File: config.mk
export PLATFORM = sky130hd
export DESIGN_NAME = imu_complementary_tilt_filter_unit
export DESIGN_NICKNAME = d
export VERILOG_FILES = /design/src/ictf_pkg.sv /design/src/imu_complementary_tilt_filter_unit.sv
export SDC_FILE = /design/constraint.sdc
export NUM_CORES = 2
export LEC_CHECK = 0
export BUFFER_PORTS_ARGS = -buffer_cell sky130_fd_sc_hd__buf_2
export CAP_MARGIN = 25
export CORE_AREA = 5 5 396 398
export CTS_BUF_LIST = sky130_fd_sc_hd__clkbuf_8 sky130_fd_sc_hd__clkbuf_16
export DETAILED_ROUTE_END_ITERATION = 6
export DIE_AREA = 0 0 401 403
export PLACE_DENSITY = 0.84
export REMOVE_ABC_BUFFERS = 1
export SETUP_SLACK_MARGIN = 0.02
export SYNTH_ARGS = -nofsm -noshare
export SYNTH_HDL_FRONTEND = slang
export SYNTH_SLANG_ARGS = --single-unit
File: constraint.sdc
create_clock -name clk -period 40.8 [get_ports clk]
set_clock_uncertainty 0.15 [all_clocks]
set_input_delay 4.08 -clock clk [delete_from_list [all_inputs] [get_ports clk]]
set_output_delay 4.08 -clock clk [all_outputs]
set_load 0.01 [all_outputs]
File: src/ictf_pkg.sv
`timescale 1ns / 1ps

package ictf_pkg;

	// Input item: one IMU sample
	typedef struct packed {
		logic signed [15:0] gyro_x_raw;
		logic signed [15:0] gyro_y_raw;
		logic signed [15:0] gyro_z_raw;
		logic signed [15:0] accel_x_raw;
		logic signed [15:0] accel_y_raw;
		logic signed [15:0] accel_z_raw;
		logic        [15:0] elapsed_ms;
		logic               gyro_ok;
		logic               accel_ok;
	} imu_in_t;

	// Result item: angles in signed fixed point degrees
	typedef struct packed {
		logic signed [31:0] angle_x;
		logic signed [31:0] angle_y;
		logic signed [31:0] angle_z;
		logic signed [31:0] tilt_x;
		logic signed [31:0] tilt_y;
		logic signed [31:0] pos_x;
		logic signed [31:0] pos_y;
		logic signed [31:0] pos_z;
		logic        [1:0]  status;
	} imu_out_t;

	localparam int TAB_LEN        = 24;
	localparam int TAB_SCALE_BITS = 24;

	localparam logic [1:0] ST_OK        = 2'd0;
	localparam logic [1:0] ST_GYRO_FAIL = 2'd1;
	localparam logic [1:0] ST_ACC_FAIL  = 2'd2;

	// atan(2^-i) in degrees, scaled by 2^24
	function automatic logic [31:0] atan_deg(input logic [4:0] i);
		logic [31:0] v;
		case (i)
			5'd0:    v = 32'd754974720;
			5'd1:    v = 32'd445687602;
			5'd2:    v = 32'd235489088;
			5'd3:    v = 32'd119537938;
			5'd4:    v = 32'd60000934;
			5'd5:    v = 32'd30029717;
			5'd6:    v = 32'd15018523;
			5'd7:    v = 32'd7509720;
			5'd8:    v = 32'd3754917;
			5'd9:    v = 32'd1877466;
			5'd10:   v = 32'd938734;
			5'd11:   v = 32'd469367;
			5'd12:   v = 32'd234684;
			5'd13:   v = 32'd117342;
			5'd14:   v = 32'd58671;
			5'd15:   v = 32'd29335;
			5'd16:   v = 32'd14668;
			5'd17:   v = 32'd7334;
			5'd18:   v = 32'd3667;
			5'd19:   v = 32'd1833;
			5'd20:   v = 32'd917;
			5'd21:   v = 32'd458;
			5'd22:   v = 32'd229;
			5'd23:   v = 32'd115;
			default: v = 32'd0;
		endcase
		return v;
	endfunction

endpackage

File: src/imu_complementary_tilt_filter_unit.sv
`timescale 1ns / 1ps

// Complementary tilt filter for one IMU sample per item. Gyro rates are scaled by the
// sensitivity register, bias corrected and integrated into three angles; with a good
// accelerometer read, roll and pitch are taken by a square root and CORDIC, blended in
// at 0.96/0.04 and all angles published. One item at a time; a failed gyro read skips
// all work, a failed accelerometer read skips the tilt and blend, and CORDIC steps are
// capped at 24. Work runs on the one shared bit-serial divider, eight divisions per full
// item, plus a serial multiply per axis, the square root and one CORDIC step per cycle.
// The result sits in an output register; the next item is taken once the result has been
// loaded there, and a result still waiting there holds the following item in its last
// step until it is taken.
module imu_complementary_tilt_filter_unit #(
	parameter int ANGLE_FRAC_BITS = 16,
	parameter int CORDIC_STEPS    = 16
) (
	input  logic              clk,
	input  logic              arst_n,
	input  logic              in_valid,
	output logic              in_ready,
	input  ictf_pkg::imu_in_t in_data,
	output logic              out_valid,
	input  logic              out_ready,
	output ictf_pkg::imu_out_t out_data,
	input  logic              cfg_valid,
	output logic              cfg_ready,
	input  logic [15:0]       cfg_data
);

	localparam int NSTEP = (CORDIC_STEPS > ictf_pkg::TAB_LEN) ? ictf_pkg::TAB_LEN
		: CORDIC_STEPS;
	localparam int ZSH   = ictf_pkg::TAB_SCALE_BITS - ANGLE_FRAC_BITS;
	localparam longint ONE_Q  = longint'(1) << ANGLE_FRAC_BITS;
	localparam longint BIAS_X = (293 * ONE_Q + 50) / 100;
	localparam longint BIAS_Y = -((127 * ONE_Q + 50) / 100);
	localparam longint BIAS_Z = (145 * ONE_Q + 50) / 100;
	localparam longint TOFF_X = (32 * ONE_Q + 50) / 100;
	localparam longint TOFF_Y = -((40 * ONE_Q + 50) / 100);
	localparam logic [33:0] ZHALF = 34'((64'd1 << ZSH) >> 1);

	localparam logic [3:0] S_IDLE = 4'd0;
	localparam logic [3:0] S_RSET = 4'd1;
	localparam logic [3:0] S_RDIV = 4'd2;
	localparam logic [3:0] S_MUL  = 4'd3;
	localparam logic [3:0] S_DDIV = 4'd4;
	localparam logic [3:0] S_GADD = 4'd5;
	localparam logic [3:0] S_SQB  = 4'd6;
	localparam logic [3:0] S_SQC  = 4'd7;
	localparam logic [3:0] S_SQRT = 4'd8;
	localparam logic [3:0] S_CORD = 4'd9;
	localparam logic [3:0] S_TSET = 4'd10;
	localparam logic [3:0] S_BSET = 4'd11;
	localparam logic [3:0] S_BDIV = 4'd12;
	localparam logic [3:0] S_BUPD = 4'd13;
	localparam logic [3:0] S_DONE = 4'd14;

	function automatic logic signed [31:0] sat32(input logic signed [63:0] v);
		if (v > 64'sd2147483647)
			return 32'sh7FFFFFFF;
		if (v < -64'sd2147483648)
			return 32'sh80000000;
		return v[31:0];
	endfunction

	logic [3:0]  state_q;
	logic [1:0]  idx_q;
	logic [5:0]  cnt_q;
	logic [1:0]  status_q;
	logic [15:0] sens_q;
	ictf_pkg::imu_in_t item_q;
	logic signed [31:0] gyro_q [3];
	logic signed [31:0] tilt_q [2];
	logic signed [31:0] pub_q  [3];

	// serial divider
	logic [63:0] dn_q, quo_q;
	logic [16:0] rem_q;
	logic [15:0] den_q;
	logic        neg_q;
	// serial multiplier
	logic signed [63:0] acc_q, val_q;
	logic [15:0] ms_q;
	// square root and CORDIC
	logic [31:0] sq_q;
	logic [63:0] m_q;
	logic [33:0] srem_q;
	logic [31:0] root_q;
	logic signed [33:0] cx_q, cy_q;
	logic signed [32:0] cz_q;
	logic        zero_q;

	logic signed [15:0] raw_c;
	logic signed [63:0] div_num_c, div_res_c, blend_num_c, tilt_sum_c;
	logic [15:0] div_den_c, sens_eff_c;
	logic [16:0] trial_rem_c;
	logic [33:0] srem_sh_c, strial_c;
	logic signed [16:0] num_c;
	logic signed [15:0] b_c;
	logic signed [33:0] xs_c, ys_c;
	logic [32:0] zmag_c;
	logic signed [32:0] zr_c;
	logic signed [63:0] bias_c, toff_c;

	assign in_ready  = (state_q == S_IDLE);
	assign cfg_ready = 1'b1;

	// operand selection
	always_comb begin
		case (idx_q)
			2'd1:    raw_c = item_q.gyro_y_raw;
			2'd2:    raw_c = item_q.gyro_z_raw;
			default: raw_c = item_q.gyro_x_raw;
		endcase
		case (idx_q)
			2'd1:    bias_c = 64'(BIAS_Y);
			2'd2:    bias_c = 64'(BIAS_Z);
			default: bias_c = 64'(BIAS_X);
		endcase
		toff_c = idx_q[0] ? 64'(TOFF_Y) : 64'(TOFF_X);
		if (idx_q[0]) begin
			num_c = -17'(item_q.accel_x_raw);
			b_c   = item_q.accel_y_raw;
		end else begin
			num_c = 17'(item_q.accel_y_raw);
			b_c   = item_q.accel_x_raw;
		end
		sens_eff_c  = (sens_q == 16'd0) ? 16'd1 : sens_q;
		blend_num_c = (64'(gyro_q[idx_q[0]]) <<< 6) + (64'(gyro_q[idx_q[0]]) <<< 5)
			+ (64'(tilt_q[idx_q[0]]) <<< 2);
		case (state_q)
			S_MUL: begin
				div_num_c = acc_q;
				div_den_c = 16'd1000;
			end
			S_BSET: begin
				div_num_c = blend_num_c;
				div_den_c = 16'd100;
			end
			default: begin
				div_num_c = ((64'(raw_c) <<< 3) + (64'(raw_c) <<< 1)) <<< ANGLE_FRAC_BITS;
				div_den_c = sens_eff_c;
			end
		endcase
		div_res_c   = neg_q ? -$signed(quo_q) : $signed(quo_q);
		trial_rem_c = {rem_q[15:0], dn_q[63]};
		srem_sh_c   = {srem_q[31:0], m_q[63:62]};
		strial_c    = {root_q, 2'b01};
		xs_c        = cx_q >>> cnt_q[4:0];
		ys_c        = cy_q >>> cnt_q[4:0];
		zmag_c      = cz_q[32] ? 33'(-cz_q) : 33'(cz_q);
		zr_c        = cz_q[32] ? -$signed(33'((34'(zmag_c) + ZHALF) >> ZSH))
			: $signed(33'((34'(zmag_c) + ZHALF) >> ZSH));
		tilt_sum_c  = (zero_q ? 64'sd0 : 64'(zr_c)) + toff_c;
	end

	// configuration register
	always_ff @(posedge clk or negedge arst_n) begin
		if (!arst_n) begin
			sens_q <= 16'd1310;
		end else if (cfg_valid && cfg_ready) begin
			sens_q <= cfg_data;
		end
	end

	// sequencer and datapath
	always_ff @(posedge clk or negedge arst_n) begin
		if (!arst_n) begin
			state_q   <= S_IDLE;
			idx_q     <= 2'd0;
			cnt_q     <= 6'd0;
			status_q  <= ictf_pkg::ST_OK;
			out_valid <= 1'b0;
			for (int i = 0; i < 3; i++) begin
				gyro_q[i] <= '0;
				pub_q[i]  <= '0;
			end
			tilt_q[0] <= '0;
			tilt_q[1] <= '0;
		end else begin
			if (out_valid && out_ready && (state_q != S_DONE))
				out_valid <= 1'b0;
			unique case (state_q) inside
				S_IDLE: begin
					if (in_valid) begin
						item_q <= in_data;
						idx_q  <= 2'd0;
						if (in_data.gyro_ok) begin
							status_q <= ictf_pkg::ST_OK;
							state_q  <= S_RSET;
						end else begin
							status_q <= ictf_pkg::ST_GYRO_FAIL;
							state_q  <= S_DONE;
						end
					end
				end
				S_RSET, S_BSET: begin
					dn_q    <= (div_num_c[63] ? 64'(-div_num_c) : 64'(div_num_c))
						+ 64'(div_den_c >> 1);
					neg_q   <= div_num_c[63];
					den_q   <= div_den_c;
					rem_q   <= '0;
					cnt_q   <= 6'd0;
					state_q <= (state_q == S_RSET) ? S_RDIV : S_BDIV;
				end
				S_RDIV, S_DDIV, S_BDIV: begin
					// one quotient bit per cycle; the count wraps to zero at the end
					if (trial_rem_c >= 17'(den_q)) begin
						rem_q <= trial_rem_c - 17'(den_q);
						quo_q <= {quo_q[62:0], 1'b1};
					end else begin
						rem_q <= trial_rem_c;
						quo_q <= {quo_q[62:0], 1'b0};
					end
					dn_q  <= {dn_q[62:0], 1'b0};
					cnt_q <= cnt_q + 6'd1;
					if (cnt_q == 6'd63) begin
						unique case (state_q)
							S_RDIV: state_q <= S_MUL;
							S_DDIV: state_q <= S_GADD;
							default: state_q <= S_BUPD;
						endcase
						acc_q <= '0;
						ms_q  <= item_q.elapsed_ms;
					end
					if (state_q == S_RDIV && cnt_q == 6'd63)
						val_q <= (neg_q ? -$signed({quo_q[62:0], trial_rem_c >= 17'(den_q)})
							: $signed({quo_q[62:0], trial_rem_c >= 17'(den_q)})) + bias_c;
				end
				S_MUL: begin
					// shift and add, one bit of the elapsed time per cycle
					if (cnt_q == 6'd16) begin
						dn_q    <= (div_num_c[63] ? 64'(-div_num_c) : 64'(div_num_c))
							+ 64'(div_den_c >> 1);
						neg_q   <= div_num_c[63];
						den_q   <= div_den_c;
						rem_q   <= '0;
						cnt_q   <= 6'd0;
						state_q <= S_DDIV;
					end else begin
						if (ms_q[0])
							acc_q <= acc_q + val_q;
						val_q <= val_q <<< 1;
						ms_q  <= ms_q >> 1;
						cnt_q <= cnt_q + 6'd1;
					end
				end
				S_GADD: begin
					gyro_q[idx_q] <= sat32(64'(gyro_q[idx_q]) + div_res_c);
					if (idx_q == 2'd2) begin
						idx_q <= 2'd0;
						if (item_q.accel_ok) begin
							state_q <= S_SQB;
						end else begin
							status_q <= ictf_pkg::ST_ACC_FAIL;
							state_q  <= S_DONE;
						end
					end else begin
						idx_q   <= idx_q + 2'd1;
						state_q <= S_RSET;
					end
				end
				S_SQB: begin
					sq_q    <= 32'(b_c * b_c);
					state_q <= S_SQC;
				end
				S_SQC: begin
					m_q     <= 64'(sq_q + 32'(item_q.accel_z_raw * item_q.accel_z_raw)) << 28;
					srem_q  <= '0;
					root_q  <= '0;
					cnt_q   <= 6'd0;
					state_q <= S_SQRT;
				end
				S_SQRT: begin
					// two radicand bits per cycle
					if (srem_sh_c >= strial_c) begin
						srem_q <= srem_sh_c - strial_c;
						root_q <= {root_q[30:0], 1'b1};
					end else begin
						srem_q <= srem_sh_c;
						root_q <= {root_q[30:0], 1'b0};
					end
					m_q <= {m_q[61:0], 2'b00};
					if (cnt_q == 6'd31) begin
						cx_q    <= 34'({root_q[30:0], srem_sh_c >= strial_c});
						cy_q    <= 34'(num_c) <<< 14;
						cz_q    <= '0;
						zero_q  <= ({root_q[30:0], srem_sh_c >= strial_c} == 32'd0)
							&& (num_c == 17'sd0);
						cnt_q   <= 6'd0;
						state_q <= S_CORD;
					end else begin
						cnt_q <= cnt_q + 6'd1;
					end
				end
				S_CORD: begin
					// one vectoring step per cycle
					if (cy_q > 34'sd0) begin
						cx_q <= cx_q + ys_c;
						cy_q <= cy_q - xs_c;
						cz_q <= cz_q + $signed(33'(ictf_pkg::atan_deg(cnt_q[4:0])));
					end else begin
						cx_q <= cx_q - ys_c;
						cy_q <= cy_q + xs_c;
						cz_q <= cz_q - $signed(33'(ictf_pkg::atan_deg(cnt_q[4:0])));
					end
					cnt_q <= cnt_q + 6'd1;
					if (cnt_q == 6'(NSTEP - 1))
						state_q <= S_TSET;
				end
				S_TSET: begin
					tilt_q[idx_q[0]] <= sat32(tilt_sum_c);
					if (idx_q[0]) begin
						idx_q   <= 2'd0;
						state_q <= S_BSET;
					end else begin
						idx_q   <= 2'd1;
						state_q <= S_SQB;
					end
				end
				S_BUPD: begin
					gyro_q[idx_q[0]] <= sat32(div_res_c);
					if (idx_q[0]) begin
						pub_q[0] <= gyro_q[0];
						pub_q[1] <= sat32(div_res_c);
						pub_q[2] <= gyro_q[2];
						state_q  <= S_DONE;
					end else begin
						idx_q   <= 2'd1;
						state_q <= S_BSET;
					end
				end
				S_DONE: begin
					if (!out_valid || out_ready) begin
						out_data.angle_x <= gyro_q[0];
						out_data.angle_y <= gyro_q[1];
						out_data.angle_z <= gyro_q[2];
						out_data.tilt_x  <= tilt_q[0];
						out_data.tilt_y  <= tilt_q[1];
						out_data.pos_x   <= pub_q[0];
						out_data.pos_y   <= pub_q[1];
						out_data.pos_z   <= pub_q[2];
						out_data.status  <= status_q;
						out_valid        <= 1'b1;
						state_q          <= S_IDLE;
					end
				end
				default: state_q <= S_IDLE;
			endcase
		end
	end

endmodule
# == Yosys cells after proc, flatten, opt, wreduce, memory -nomap -nowiden ==
# Memories as Yosys holds them, arrays and structs flattened.
# Cells that the tools add are included.
# op_classes
addsub,26
mul,2
order_cmp,14
eq_ne,33
n_shift,2
mux,138
bitwise,2
reduce_logical,43
# op_table
op,n
32-bit 2-to-1 mux,32
64-bit 2-to-1 mux,11
64-bit case mux with 2 select lines,5
64-bit adder,3
96-bit bitwise mux,2
64-bit by 32-bit > comparator with 1-bit output (second input constant),3
64-bit by 32-bit < comparator with 1-bit output (second input constant),3
64-bit negator,3
64-bit case mux with 3 select lines,1
96-bit case mux with 2 select lines,1
34-bit 2-to-1 mux,4
34-bit case mux with 2 select lines,2
33-bit 2-to-1 mux,4
32-bit binary-select mux with 2-bit select,2
32-bit demux with 2-bit select,2
16-bit case mux with 2 select lines,4
32-bit case mux with 2 select lines,2
16-bit 2-to-1 mux,7
34-bit adder,2
34-bit by 5-bit >>> shifter with 34-bit output,2
34-bit subtractor,2
33-bit case mux with 2 select lines,1
32-bit by 64-bit adder with 64-bit output,1
64-bit by 15-bit adder with 64-bit output,1
other kinds (70),160
# word_totals
regBits,1225
romBits,1920
inputBits,135
output_inout_bits,261
elab_cells,310
mem_count,2
# memory_table
memory,words,word_bits,read_ports,rd_clocked_by_memory_dff,wr,line_no,text
(no name shown),32,30,1,0,0,ictf_pkg.sv:41,case (i)
(no name shown),32,30,1,0,0,ictf_pkg.sv:41,

# == Longest topological paths before layout ==
# depth
depth_word,16
mapped_depth,48
ltp_nobuf,39

# == Least setup slack after synthesis ==
# No wires, ideal clock.
# synth_path
path_kind,input to register
start,in arst_n
end,reg out_data[0] (netlist name) (enable)
setup_time_ps,1193
arrival_ps,21789
t_required_ps,39457
slack_ps,17668
path_stages,3
path_buffers,0
path_cell_list,inv_1 -> or2_2 -> nor3_1
# synth_via
elab_chain_len,1
# synth_rtl
element,line_no,text
"start, declared",imu_complementary_tilt_filter_unit.sv:18,"input logic arst_n,"
3-bit AND reduction (no line),--,
"end, declared",imu_complementary_tilt_filter_unit.sv:24,"output ictf_pkg::imu_out_t out_data,"
# No other way between the ends.
# A chain may end at the register's enable or synchronous reset.

# == Final worst setup path ==
# layout_path
start,reg idx_q[0]
end,"reg dn_q[59], data pin"
# layout_via
elab_chain_len,12
elab_cells_between_ends,19
classes_between,5 x add/sub; 2 x eq/ne; 11 x mux; 1 x bitwise
# layout_rtl
element,line_no,text
"start, declared",imu_complementary_tilt_filter_unit.sv:66,logic [1:0] idx_q;
"start signal, assigned",imu_complementary_tilt_filter_unit.sv:258,idx_q <= idx_q + 2'd1;
1-bit inverter with 2-bit output (not written as such),"imu_complementary_tilt_filter_unit.sv:128, imu_complementary_tilt_filter_unit.sv:129",
32-bit binary-select mux with 2-bit select,imu_complementary_tilt_filter_unit.sv:128,blend_num_c = (64'(gyro_q[idx_q[0]]) <<< 6) + (64'(gyro_q[idx_q[0]]) <<< 5)
32-bit 2-to-1 mux (not written as such) (2 in a row),imu_complementary_tilt_filter_unit.sv:128,
38-bit by 37-bit adder with 39-bit output,imu_complementary_tilt_filter_unit.sv:128,
39-bit by 34-bit adder with 40-bit output,imu_complementary_tilt_filter_unit.sv:129,+ (64'(tilt_q[idx_q[0]]) <<< 2);
64-bit case mux with 2 select lines (*),imu_complementary_tilt_filter_unit.sv:130,case (state_q)
64-bit negator,"imu_complementary_tilt_filter_unit.sv:197, imu_complementary_tilt_filter_unit.sv:232",
64-bit 2-to-1 mux (*),"imu_complementary_tilt_filter_unit.sv:197, imu_complementary_tilt_filter_unit.sv:232",
64-bit by 15-bit adder with 64-bit output (*),"imu_complementary_tilt_filter_unit.sv:198, imu_complementary_tilt_filter_unit.sv:233",
64-bit 2-to-1 mux,imu_complementary_tilt_filter_unit.sv:231,if (cnt_q == 6'd16) begin
64-bit case mux with 3 select lines (*),imu_complementary_tilt_filter_unit.sv:182,unique case (state_q) inside
"end signal, assigned",imu_complementary_tilt_filter_unit.sv:197,dn_q <= (div_num_c[63] ? 64'(-div_num_c) : 64'(div_num_c))
"end signal, assigned",imu_complementary_tilt_filter_unit.sv:214,"dn_q <= {dn_q[62:0], 1'b0};"
"end signal, assigned",imu_complementary_tilt_filter_unit.sv:232,dn_q <= (div_num_c[63] ? 64'(-div_num_c) : 64'(div_num_c))
"end, declared",imu_complementary_tilt_filter_unit.sv:76,"logic [63:0] dn_q, quo_q;"
# Mark *: on every way between the ends. The rest lies on a longest branch, timed or not. The select of a mux whose other input is x is not followed.

==> reports/results.ini <==
[status]
status = finished with violations
violations = DRC

[timing]
drv_slew = 0
rsz0062_at_grt = no
max-slew-margin-rel_pct = 17.8
tns_ns = 0
finalHoldViolCount = 0
fin_crit_ns = 11.24
fmax_mhz = 88.9
worst_slew_pin_slew_ns = 1.22
fin_crit_sh_pct = 27.6
setup_viol = 0

[critical_path]
reg2reg_depth = 37
cpMaxStageDelayCell = dfrtp_4
required_ns = 41.19
path_max_fanout = 54
r2r-end = dn_q[59]
critPathArrivalTime_ns = 11.64
crit_type = flop to flop
crit_path_end = dn_q[59]
crit_start = idx_q[0]
cp_slowest_stage_delay_ns = 0.79
crit_path_frequent_cell = a21oi_1
r2r_slack_ns = 29.56
crit_path_end_kind = flop
r2r_start = idx_q[0]
start_kind = flop

[die]
dieWidth_um = 401
floorplan.rows = 144
die_h_um = 403
start_util_pct = 65.3
ios = 396
dieArea_um2 = 162000
core-area_um2 = 153000

[global_route]
grt_overflow_total = 0
grt_max_degree = 177
antenna_found_initial = 4
grt_pass1_vias = 83200
grt_pass1_wl_um = 463000
gr-usage-all-layers_pct = 36.0

[cts]
htreeDepth = 4
cts.sinks = 1196
path_clk_slew_ns = 0.06
ctsHoldBuffers = 0
postCtsSetupRepairBufs = 0
cts_buffers = 131
cts_resized = 0
clockBufferDepth = 3
cts_tree = done
clk_latency_ns = 0.83
root_buffer = clkbuf_16

[synth]
synth.avg_cell_area_um2 = 9.35
synth_cell_types = 124
netlist_area_um2 = 99900
ys_ff_latch = 1196
syn_inst = 10700
synth_edf_count = 909
seq_area_frac_synth_pct = 34.5
synthFlopType = edfxtp_1
yosysWarnings = 0
synthArstFlopShare_pct = 24.0

[cells_and_area]
fin_util_pct = 70.9
final_area_um2 = 108000
fin_nets = 12200
drive_above_1_share_pct = 9.23
syn_to_final_growth_pct = 8.45

[place]
port_buffers = 394
dpl_cell_area_um2 = 104000
dp_hpwl_um = 224000
routabilityCongestion = 0.980

[min_path]
hold_class = flop to flop

[route]
vias_per_cell = 6.39
wl_um = 297000
wl_per_cell_um = 22.7
drt_iter0_markers = 8639
remaining_drc_errors = 1
final_antenna_net_count = 0
dr.pass1.iters = 7
vias = 83500

[run]
maxCapViolations = 0

-- synthesized netlist by cell type (151+ instances only) --
cell type / n / share of area, %
edfxtp_1: 909 / 27
mux2i_1: 151 / 1.5
nor3_1: 214 / 1.1
nor2_1: 947 / 3.6
inv_1: 846 / 3.2
a21o_1: 211 / 1.6
fa_1: 522 / 10
dfrtp_1: 281 / 7.0
nand2_1: 1287 / 4.8
xnor2_1: 468 / 4.1
nand3_1: 178 / 0.89
xor2_1: 321 / 2.8
clkbuf_1: 344 / 1.3
o21ai_0: 543 / 2.7
ha_1: 641 / 8.0
a21oi_1: 790 / 4.0
-- critical path: cells and delay by family (launching register included) --
family	cells	cell delay [ns]
compound gates	20	3.89
fa+ha+maj	3	1.18
buf+inv	3	1.10
flops	1	0.79
mux	2	0.90
simple gates	9	2.90
-- layout make-up --
class | count | area, um2
Fill cell | 11200 | 44600
Clock buffer | 146 | 3500
Sequential cell | 1196 | 34500
Timing Repair Buffer | 502 | 2870
Inverter | 857 | 3220
Tap cell | 2044 | 2560
Antenna cell | 3 | 7.51
Clock inverter | 97 | 927
Multi-Input combinational cell | 8225 | 60800
-- state kept, by name, summed over array words and instances (netlist names), 31 cells and up --
register and flops:
cz_q 33, acc_q 64, cy_q 34, item_q 113, cx_q 34, pub_q 96, gyro_q 96, val_q 64
root_q 32, srem_q 32, quo_q 64, out_data 258, sq_q 31, dn_q 64, tilt_q 64, m_q 36
-- kinds of logic after synthesis --
kind of cell,Yosys count,share of synthesized area (%)
simple gates,3489,16.0
mux,285,3.43
xor+xnor,789,6.91
compound gates,2498,15.8
buf+inv,1274,4.83
other cells,1,0.00375
fa+ha+maj,1163,18.5
flops,1196,34.5
-- worst min path at each step --
stage	start	endpoint	slack (ns)	cells past startpoint
after floorplan	status_q[0]	out_data[0]	0.27	0
after global routing	pub_q[90]	out_data[92]	0.31	0
after global placement	pub_q[81]	out_data[83]	0.28	0
after CTS	pub_q[92]	out_data[94]	0.29	0
final	pub_q[92]	out_data[94]	0.29	0
after detailed placement	pub_q[90]	out_data[92]	0.28	0
-- cells in the final DEF (no fill, tap or decap), types with 114 or more instances in the layout --
cell type,instances
nand2_1,1283
nor2_1,932
edfxtp_1,909
inv_1,877
a21oi_1,789
ha_1,640
o21ai_0,542
fa_1,522
xnor2_1,468
buf_2,394
xor2_1,321
dfrtp_1,275
a21o_1,211
nor3_1,210
nand3_1,176
mux2i_1,151
and2_1,132
clkbuf_16,132
nor2b_1,117
nand2b_1,114
-- routing by layer --
metal,share of wire (%),vias to the layer above,global-route usage [%]
met4,5.3,4,16.9
met3,8.6,864,6.58
li1,-,38100,-
met1,39,40400,45.9
met5,0.0091,-,0
met2,47,4151,59.8
-- through the flow --
| stage | std cells | hold slack (ns) | setup slack [ns] |
|---|---|---|---|
| floorplan | 10300 | 0.275 | 17.67 |
| global placement | 12800 | 0.281 | 29.73 |
| detailed placement | 12800 | 0.284 | 29.72 |
| CTS | 13100 | 0.290 | 29.66 |
| global route | 13100 | 0.310 | 28.74 |
| finish | 13100 | 0.287 | 29.56 |
Power is not shown: default switching activity piles up to over one toggle a cycle in this logic, so the estimate is an artifact.
